### src/sv/ffha_pkg.sv
// shared types and constants of the first-fit heap allocator
package ffha_pkg;

    // field widths of the request and response transfers
    localparam int REQ_SIZE_W = 13;
    localparam int DATA_OFF_W = 12;
    localparam int STATUS_W   = 3;
    localparam int MSR_W      = 7;

    // configuration port
    localparam int APB_DATA_W = 32;
    localparam int APB_ADDR_W = 3;
    localparam int REG_IDX_W  = APB_ADDR_W - 2;
    localparam logic [REG_IDX_W-1:0] REG_MIN_SPLIT = '0;
    localparam logic [MSR_W-1:0]     MSR_RESET     = 7'd1;

    // result status codes
    typedef enum logic [STATUS_W-1:0] {
        ST_OK           = 3'd0,
        ST_NO_SPACE     = 3'd1,
        ST_NULL         = 3'd2,
        ST_NOT_ALLOC    = 3'd3,
        ST_ALREADY_FREE = 3'd4
    } t_status;

    // commands from the controller to the datapath
    typedef struct packed {
        logic    load;      // capture a request and restart the walk
        logic    rd_at;     // read the header at the walk pointer
        logic    rd_end;    // read the header at the merge end pointer
        logic    latch;     // keep the header just read
        logic    adv_at;    // step the walk pointer and track the free run
        logic    set_end;   // start the merge end after the current block
        logic    adv_end;   // step the merge end over a free block
        logic    wr_alloc;  // mark the chosen block used
        logic    wr_rest;   // write the header of the split-off remainder
        logic    wr_merge;  // write the merged free block
        logic    set_off;   // record the data offset of the chosen block
        logic    out_load;  // load the response register
        t_status status;    // status carried with out_load
    } t_dp_cmd;

    // status from the datapath to the controller
    typedef struct packed {
        logic op_free;   // request is a free
        logic is_null;   // free of a null pointer
        logic at_end;    // walk pointer is past the heap
        logic end_done;  // merge end pointer is past the heap
        logic fit;       // header read is free and large enough
        logic hit;       // header read belongs to the pointer to free
        logic rd_free;   // header read is marked free
        logic split;     // kept block leaves enough room to split
    } t_dp_sts;

endpackage

### src/sv/ffha_ctrl.sv
// controller state machine that sequences the chain walk and header writes
module ffha_ctrl (
    input  logic              i_clk,
    input  logic              i_rst_n,
    input  logic              i_in_valid,
    output logic              o_in_ready,
    output logic              o_out_valid,
    input  logic              i_out_ready,
    output ffha_pkg::t_dp_cmd o_cmd,
    input  ffha_pkg::t_dp_sts i_sts
);
    import ffha_pkg::*;

    typedef enum logic [3:0] {
        S_IDLE,   // wait for a request
        S_RD,     // issue the header read at the walk pointer
        S_EV,     // evaluate the header read
        S_WA,     // write the chosen block header
        S_WB,     // write the remainder header
        S_FR,     // issue the header read at the merge end
        S_FE,     // evaluate a header after the freed block
        S_FW,     // write the merged block header
        S_FIN     // hand the result to the response register
    } t_state;

    t_state  r_state, n_state;
    t_status r_status, n_status;
    logic    r_out_valid, n_out_valid;
    t_dp_cmd cmd;

    assign o_in_ready  = (r_state == S_IDLE);
    assign o_out_valid = r_out_valid;
    assign o_cmd       = cmd;

    // next state and commands
    always_comb begin
        n_state     = r_state;
        n_status    = r_status;
        n_out_valid = r_out_valid;
        cmd         = '0;
        if (r_out_valid && i_out_ready) begin
            n_out_valid = 1'b0;
        end
        unique case (r_state)
            S_IDLE: begin
                if (i_in_valid) begin
                    cmd.load = 1'b1;
                    n_state  = S_RD;
                end
            end
            S_RD: begin
                if (i_sts.op_free && i_sts.is_null) begin
                    n_status = ST_NULL;
                    n_state  = S_FIN;
                end else if (i_sts.at_end) begin
                    n_status = i_sts.op_free ? ST_NOT_ALLOC : ST_NO_SPACE;
                    n_state  = S_FIN;
                end else begin
                    cmd.rd_at = 1'b1;
                    n_state   = S_EV;
                end
            end
            S_EV: begin
                cmd.latch = 1'b1;
                if (!i_sts.op_free) begin
                    if (i_sts.fit) begin
                        n_state = S_WA;
                    end else begin
                        cmd.adv_at = 1'b1;
                        n_state    = S_RD;
                    end
                end else if (i_sts.hit) begin
                    if (i_sts.rd_free) begin
                        n_status = ST_ALREADY_FREE;
                        n_state  = S_FIN;
                    end else begin
                        cmd.set_end = 1'b1;
                        n_state     = S_FR;
                    end
                end else begin
                    cmd.adv_at = 1'b1;
                    n_state    = S_RD;
                end
            end
            S_WA: begin
                cmd.wr_alloc = 1'b1;
                cmd.set_off  = 1'b1;
                n_status     = ST_OK;
                n_state      = i_sts.split ? S_WB : S_FIN;
            end
            S_WB: begin
                cmd.wr_rest = 1'b1;
                n_state     = S_FIN;
            end
            S_FR: begin
                if (i_sts.end_done) begin
                    n_state = S_FW;
                end else begin
                    cmd.rd_end = 1'b1;
                    n_state    = S_FE;
                end
            end
            S_FE: begin
                if (i_sts.rd_free) begin
                    cmd.adv_end = 1'b1;
                    n_state     = S_FR;
                end else begin
                    n_state = S_FW;
                end
            end
            S_FW: begin
                cmd.wr_merge = 1'b1;
                n_status     = ST_OK;
                n_state      = S_FIN;
            end
            S_FIN: begin
                if (!r_out_valid || i_out_ready) begin
                    cmd.out_load = 1'b1;
                    n_out_valid  = 1'b1;
                    n_state      = S_IDLE;
                end
            end
            default: begin
                n_state = S_IDLE;
            end
        endcase
        cmd.status = r_status;
    end

    // state and registered outputs
    always_ff @(posedge i_clk) begin
        if (!i_rst_n) begin
            r_state     <= S_IDLE;
            r_status    <= ST_OK;
            r_out_valid <= 1'b0;
        end else begin
            r_state     <= n_state;
            r_status    <= n_status;
            r_out_valid <= n_out_valid;
        end
    end

endmodule

### config.mk
export PLATFORM = sky130hd
export DESIGN_NAME = ffha_ctrl
export DESIGN_NICKNAME = d
export VERILOG_FILES = /design/src/sv/ffha_pkg.sv /design/src/sv/ffha_ctrl.sv
export SDC_FILE = /design/constraint.sdc
export NUM_CORES = 1
export LEC_CHECK = 0
export ABC_AREA = 1
export BUFFER_PORTS_ARGS = -buffer_cell sky130_fd_sc_hd__buf_2
export CAP_MARGIN = 10
export CORE_MARGIN = 5
export CORE_UTILIZATION = 39
export CTS_CLUSTER_SIZE = 25
export DETAILED_ROUTE_END_ITERATION = 10
export GPL_TIMING_DRIVEN = 0
export MAX_ROUTING_LAYER = met4
export PLACE_DENSITY = 0.73
export SETUP_SLACK_MARGIN = 0.4
export SYNTH_ARGS = -nofsm -noshare
export SYNTH_HDL_FRONTEND = slang
export SYNTH_SLANG_ARGS = --single-unit
export TNS_END_PERCENT = 100
### constraint.sdc
create_clock -name i_clk -period 1.1 [get_ports i_clk]
set_input_delay 0.22 -clock i_clk [delete_from_list [all_inputs] [get_ports i_clk]]
set_output_delay 0.22 -clock i_clk [all_outputs]
set_load 0.02 [all_outputs]
# Word level (Yosys, flattened, before mapping)
# Cells that the tools add are included.
word_totals:
  reg_bits: 8
  input_bits: 12
  wordCells: 70
classes:
  n_eq_ne: 14
  n_mux: 43
  reduce_logical: 10
ops:
  columns: ["op", "n"]
  rows:
  - ["$mux W4", 8]
  - ["$pmux W4 S8", 1]
  - ["$mux W1", 24]
  - ["$mux W3", 6]
  - ["$eq A4 B3 Y1 const B", 4]
  - ["$ne A2 B2 Y1 const B", 5]
  - ["$pmux W3 S3", 1]
  - ["$eq A4 B2 Y1 const B", 2]
  - ["$mux W2", 3]
  - ["$reduce_and A5 Y1", 1]
  - ["$eq A4 B1 Y1 const B", 1]
  - ["$eq A4 B4 Y1 const B", 1]
  - ["$logic_not A4 Y1", 1]
  - ["$reduce_or A2 Y1", 2]
  - ["$ne A3 B3 Y1 const B", 1]
  - ["$reduce_bool A3 Y1", 1]
  - ["$logic_and A1 B1 Y1", 2]
  - ["$reduce_and A2 Y1", 1]
  - ["$logic_not A1 Y1", 1]
  - ["$logic_or A1 B1 Y1", 1]

# Logic depth before layout (Yosys ltp)
# Gate-level depths: netlist of the first run.
depth:
  word_depth: 4
  mapped_depth: 9
  mapped_depth_nobuf: 9

# Least setup slack after synthesis of the first run
# No wires, ideal clock.
synth_timing:
  path_type: "register to output"
  from: "reg r_state[1]"
  to: "out o_cmd[3] (netlist name)"
  arrival_ns: 1.207
  required_ns: 0.880
  path_slack_ns: -0.327
  stages_incl_launch_ff: 4
  n_path_buf: 0
  path_cell_list: "dfxtp_1 -> inv_2 -> nand2_1 -> nor4_1"
synth_lines:
  columns: ["item", "line", "source"]
  rows:
  - ["from (decl)", "ffha_ctrl.sv:26", "t_state r_state, n_state;"]
  - ["from (signal assigned)", "ffha_ctrl.sv:137", "r_state <= n_state;"]
  - ["to (decl)", "ffha_ctrl.sv:9", "output ffha_pkg::t_dp_cmd o_cmd,"]

==> results.toml, run 1 <==
[yosys]
syn_avg_cell_area_um2 = 5.89
yosysWarnings = 0
syn_area_um2 = 577
synth_top_area_share_pct = 27.8
netlist_instances = 98
synth_cell_types = 18
synth_edf_count = 0
synth-seq-cells = 8
synth_area_leaders = "dfxtp_1, nand2_1, nor2_1"
synthArstFlopShare_pct = 0
synth_ff_type = "dfxtp_1"
synth_common_cells = "nand2_1, nor2_1, inv_1"
post-synth-top-count-cell = "nand2_1"
synth_top_area_cell = "dfxtp_1"
synth_nets = 110
synth_seq_area_share_pct = 27.8

[critical_path]
critPathMaxFanout = 5
cp-end-kind = "output pin"
critPathKind = "reg -> out"
ff2ff_path_depth = 9
crit_required_ps = 880
startpoint_type = "register"
cp.arrival_ps = 1270
r2r_slack_ps = -280

[timing]
tightest_slew_ps = 331
period_needed_ps = 1490
rsz0062_at_grt = "yes"
fmaxAchievable_mhz = 671
maxSlewViolCount = 0
layout_setup_ws_ps = -390
maxSlewHeadroom_pct = 77.9
finalClockSkew_ps = 5.75
holdWs_ps = 230
setup_viol = 20
period_share_pct = 135
setup_tns_ps = -5350
hold_violations = 0

[routing]
vias = 880
drcViolationCount = 0
routed_via_density = 5.50
dr.pass1.iters = 6
antenna_left = 0
drt-total-wl_um = 2760
drtIter0Drc = 41
wire_per_inst_um = 17.3

[clock_network]
cts_root_buffer = "clkbuf_4"
htree_levels = 1
holdBufCountCts = 0
cts_tree = "yes"
path_clk_slew_ps = 60
insertion_delay_ps = 250
numCtsBuffers = 3
clockBufferDepth = 2
clock_sinks = 8

[cells_and_area]
diodes = 0
fin_nets = 158
postLayoutCoreUtil_pct = 94.3
drive_above_1_share_pct = 69.0
syn2layout_area_growth_pct = 121
fin_area_um2 = 1270
fillers = 42
final_cells = 160

[outcome]
status = "finished, violations left"
failed_checks = "negative setup slack"

[placement]
postPlaceCellArea_um2 = 880
pre_cts_slack_ps = -108
place_congestion = 0.783
hpwl_um = 1260
io_buffers = 28
placed_cells = 141

[global_route]
grt_antenna_before_repair = 0
grt_usage_pct = 17.2
grt-ovfl-total = 0
grt_max_degree = 7
grt_pass1_vias = 792
grt_pass1_wl_um = 3310

[floorplan]
fp.dieArea_um2 = 2350
dieHeight_um = 48.5
ioPinCount = 29
start_util_pct = 42.7
core_area_um2 = 1350
die_w_um = 48.5
rows = 13

[job]
maxCapViolations = 0

[power_and_ir_drop]
power_mw = 1.20
p_per_area_nw_per_um2 = 940
peakVddDrop_v = 0.00102
leakagePower_nw = 0.634

[min_path]
holdCritPathClass = "in -> reg"
hold_path_depth = 3
-- cells by family after synthesis --
| kind of cell | Yosys count | share of synthesized area (%) |
|---|---|---|
| AOI/OAI and AO/OA | 8 | 6.94 |
| buffers and inverters | 20 | 14.3 |
| DFF | 8 | 27.8 |
| and+or+nand+nor | 62 | 51.0 |
-- critical path: stages (launching register included) --
cell and delay, ps:
dfxtp_4 390, inv_4 60, nor2_4 140, nand2_4 110, nor3_4 170, buf_6 150
-- cell type report --
| cell class | count | area, um2 | area share, % |
|---|---|---|---|
| plain buffers | 2 | 22.5 | 1.77 |
| well taps | 15 | 18.8 | 1.47 |
| inverters | 18 | 85.1 | 6.68 |
| multi-input cells | 70 | 533 | 41.8 |
| flip-flops and latches | 8 | 180 | 14.1 |
| clock buffers | 4 | 26.3 | 2.06 |
| repair buffers | 43 | 408 | 32.0 |
-- power by group --
part / leakage, nW / switching [mW] / total (mW) / internal, mW
clock network: 0.0150 / 0.106 / 0.245 / 0.139
logic: 0.549 / 0.343 / 0.600 / 0.257
registers: 0.0699 / 0.0348 / 0.353 / 0.319
total: 0.634 / 0.483 / 1.20 / 0.715
-- routing by layer --
layer | track usage (%) | up-vias | share of wire [%]
li1 | - | 396 | -
met4 | 3.59 | 0 | 5.6
met2 | 32.0 | 64 | 52
met3 | 3.36 | 20 | 7.5
met5 | - | - | 0
met1 | 18.6 | 400 | 35
-- placed cells by master (no fill, tap or decap), types with 5 or more instances in the layout --
master	synthesis	final
buf_6	0	22
nand2_2	1	8
inv_1	15	9
buf_2	0	11
nor2_1	21	12
nand2_1	23	11
nand2_4	1	5
inv_2	3	5
buf_4	2	9
nor2_4	2	10
-- worst paths after layout --
| check | endpoint | from |
|---|---|---|
| setup / recovery | o_cmd[9] | r_state[1] |
| hold / removal | r_status[1] | i_rst_n |
| setup reg to reg | r_state[3] | r_state[1] |
| hold reg to reg | r_status[2] | r_status[2] |
-- state kept, by name (all words and copies together) (netlist names) --
name,flops
o_out_valid,1
r_state,4
r_status,3
-- timing repair --
action,in CTS,in global routing
pin swaps,13,10
setup endpoints to repair,25,25
endpoints found under the hold margin,0,0
setup buffers,10,5
resized for setup,54,12
Note: power is estimated with default switching activity, not from simulation.
==> inputs of run 2 (changes only) <==
--- a/config.mk
+++ b/config.mk
@@ -8,5 +8,4 @@
 export ABC_AREA = 1
 export BUFFER_PORTS_ARGS = -buffer_cell sky130_fd_sc_hd__buf_2
-export CAP_MARGIN = 10
 export CORE_MARGIN = 5
 export CORE_UTILIZATION = 39
==> constraint.sdc (replaced) <==
create_clock -name i_clk -period 1.1 [get_ports i_clk]
set_input_delay 0.11 -clock i_clk [delete_from_list [all_inputs] [get_ports i_clk]]
set_output_delay 0.11 -clock i_clk [all_outputs]
set_load 0.02 [all_outputs]
==> run 2 against run 1 <==
The run still ends with negative setup slack left. Largest cell class unchanged. Largest power group unchanged. Clock power shrank 4%. Combinational power shrank 7.5%. Via count shrank 11%. Wire length shrank 25%. Sequential power is essentially flat. Setup slack gained 170 ps.
==> results.toml, run 2 (synthesis results as in run 1) <==
[outcome]
status = "finished, violations left"
failed_checks = "negative setup slack"

[floorplan]
dieHeight_um = 48.5
ioPinCount = 29
core_area_um2 = 1350
start_util_pct = 42.7
fp.dieArea_um2 = 2350
die_w_um = 48.5
rows = 13

[critical_path]
path_buf_inv = 2
cp-end-kind = "output pin"
cp.arrival_ps = 1210
startpoint_type = "register"
critPathMaxFanout = 5
r2r_slack_ps = -200
crit_required_ps = 990
worst_r2r_endpoint = "r_state[3]"
max_stage_delay_ps = 380
ff2ff_path_depth = 7
cp_top_family = "simple AND/OR/NAND/NOR gates"
startpoint = "r_state[1]"
worstPathCellList = "inv_4 > nor2_4 > nand2_4 > nor3_4 > buf_6"
worstReg2RegStart = "r_state[3]"
critPathKind = "reg -> out"
slowest_stage = "dfxtp_4"

[clock_network]
cts_tree = "yes"
cts_root_buffer = "clkbuf_4"
holdBufCountCts = 0
clock_sinks = 8
clockBufferDepth = 2
htree_levels = 1
numCtsBuffers = 3
insertion_delay_ps = 250
path_clk_slew_ps = 50

[cells_and_area]
syn2layout_area_growth_pct = 101
regArea_um2 = 180
multiInputGateArea_um2 = 458
diodes = 0
largest_register = "r_state"
layout_common_cells = "buf_6, nor2_1, nand2_1"
largest_reg_flops = 4
drive_above_1_share_pct = 63.7
fin_area_um2 = 1160
fin_nets = 159
fillers = 79
layout.cells.most_common = "buf_6"

[routing]
routed_via_density = 4.88
dr.pass1.iters = 6
antenna_left = 0
drcViolationCount = 0
drtIter0Drc = 12
wire_per_inst_um = 12.8
drt-total-wl_um = 2070
vias = 785

[timing]
rsz0062_at_grt = "yes"
period_share_pct = 120
tightest_slew_ps = 226
hold_violations = 0
maxSlewHeadroom_pct = 84.8
fmaxAchievable_mhz = 756
finalClockSkew_ps = 5.42
period_needed_ps = 1320
maxSlewViolCount = 0
setup_viol = 20
layout_setup_ws_ps = -222

[global_route]
grt_pass1_wl_um = 3060
grt_usage_pct = 16.2
grt_max_degree = 7
grt_pass1_vias = 746
grt-ovfl-total = 0
grt_antenna_before_repair = 0

[placement]
hpwl_um = 1270
io_buffers = 28
postPlaceCellArea_um2 = 836
pre_cts_slack_ps = -59.0
place_congestion = 0.756

[min_path]
min_to = "r_status[1]"
holdCritPathClass = "in -> reg"
hp-start = "i_rst_n"
hold_path_depth = 3

[power_and_ir_drop]
leakagePower_nw = 0.606
p_per_area_nw_per_um2 = 984
peakVddDrop_v = 0.000922

[job]
maxCapViolations = 0
==> run 2: cell types whose count changed in the layout (fill, tap and decap cells not counted), sizes merged <==
cell	change
buf	+1
==> run 2: routing by layer <==
metal,up-vias,track usage (%),part of all wire (%)
li1,397,-,-
met1,359,18.6,41
met2,25,26.3,51
met3,4,6.42,5.2
met4,0,4.04,2.6
met5,-,-,0
==> run 2: where the power goes <==
group | internal [mW] | leakage, nW | switching, mW | total, mW
Sequential | 0.319 | 0.0699 | 0.0314 | 0.351
Clock | 0.139 | 0.0150 | 0.0965 | 0.235
Combinational | 0.267 | 0.521 | 0.288 | 0.555
==> run 2: worst min-delay path, delay by kind of cell <==
kind                   cells  cell delay (ps)
and+or+nand+nor            2               90
buffers and inverters      1              120
==> run 2: worst max path at each step <==
stage	end	slack, ps	depth (start not counted)
final	o_cmd[9]	-220	5
after CTS	o_cmd[9]	-220	5
after floorplan	o_cmd[3]	20	3
after global placement	r_status[1]	-40	9
after detailed placement	r_status[0]	-60	9
after global routing	o_cmd[9]	-300	5
==> run 2: area by class of cell <==
class                           count  area share (%)
Buffer                              2            1.94
Clock buffer                        4            2.27
Inverter                           18            6.90
Multi-Input combinational cell     70            39.5
Sequential cell                     8            15.5
Tap cell                           15            1.62
Timing Repair Buffer               44            32.3
==> run 2: what timing repair did <==
| action | 4_1_cts | 5_1_grt |
|---|---|---|
| gates resized for setup | 46 | 11 |
| pin swaps | 9 | 8 |
| endpoints found under the setup margin | 25 | 25 |
| buffers inserted | 11 | 5 |
==> run 2: through the flow <==
step	utilization [%]	total power [mW]	setup TNS (ps)	hold slack, ps	instances
2_1_floorplan	-	0.604	0	230	98
5_1_grt	85.9	1.22	-4290	104	161
3_3_place_gp	61.9	0.693	-130	361	141
3_5_place_dp	61.9	0.700	-206	371	141
6_report	85.9	1.14	-2920	102	161
4_1_cts	80.9	1.09	-2720	91.8	156
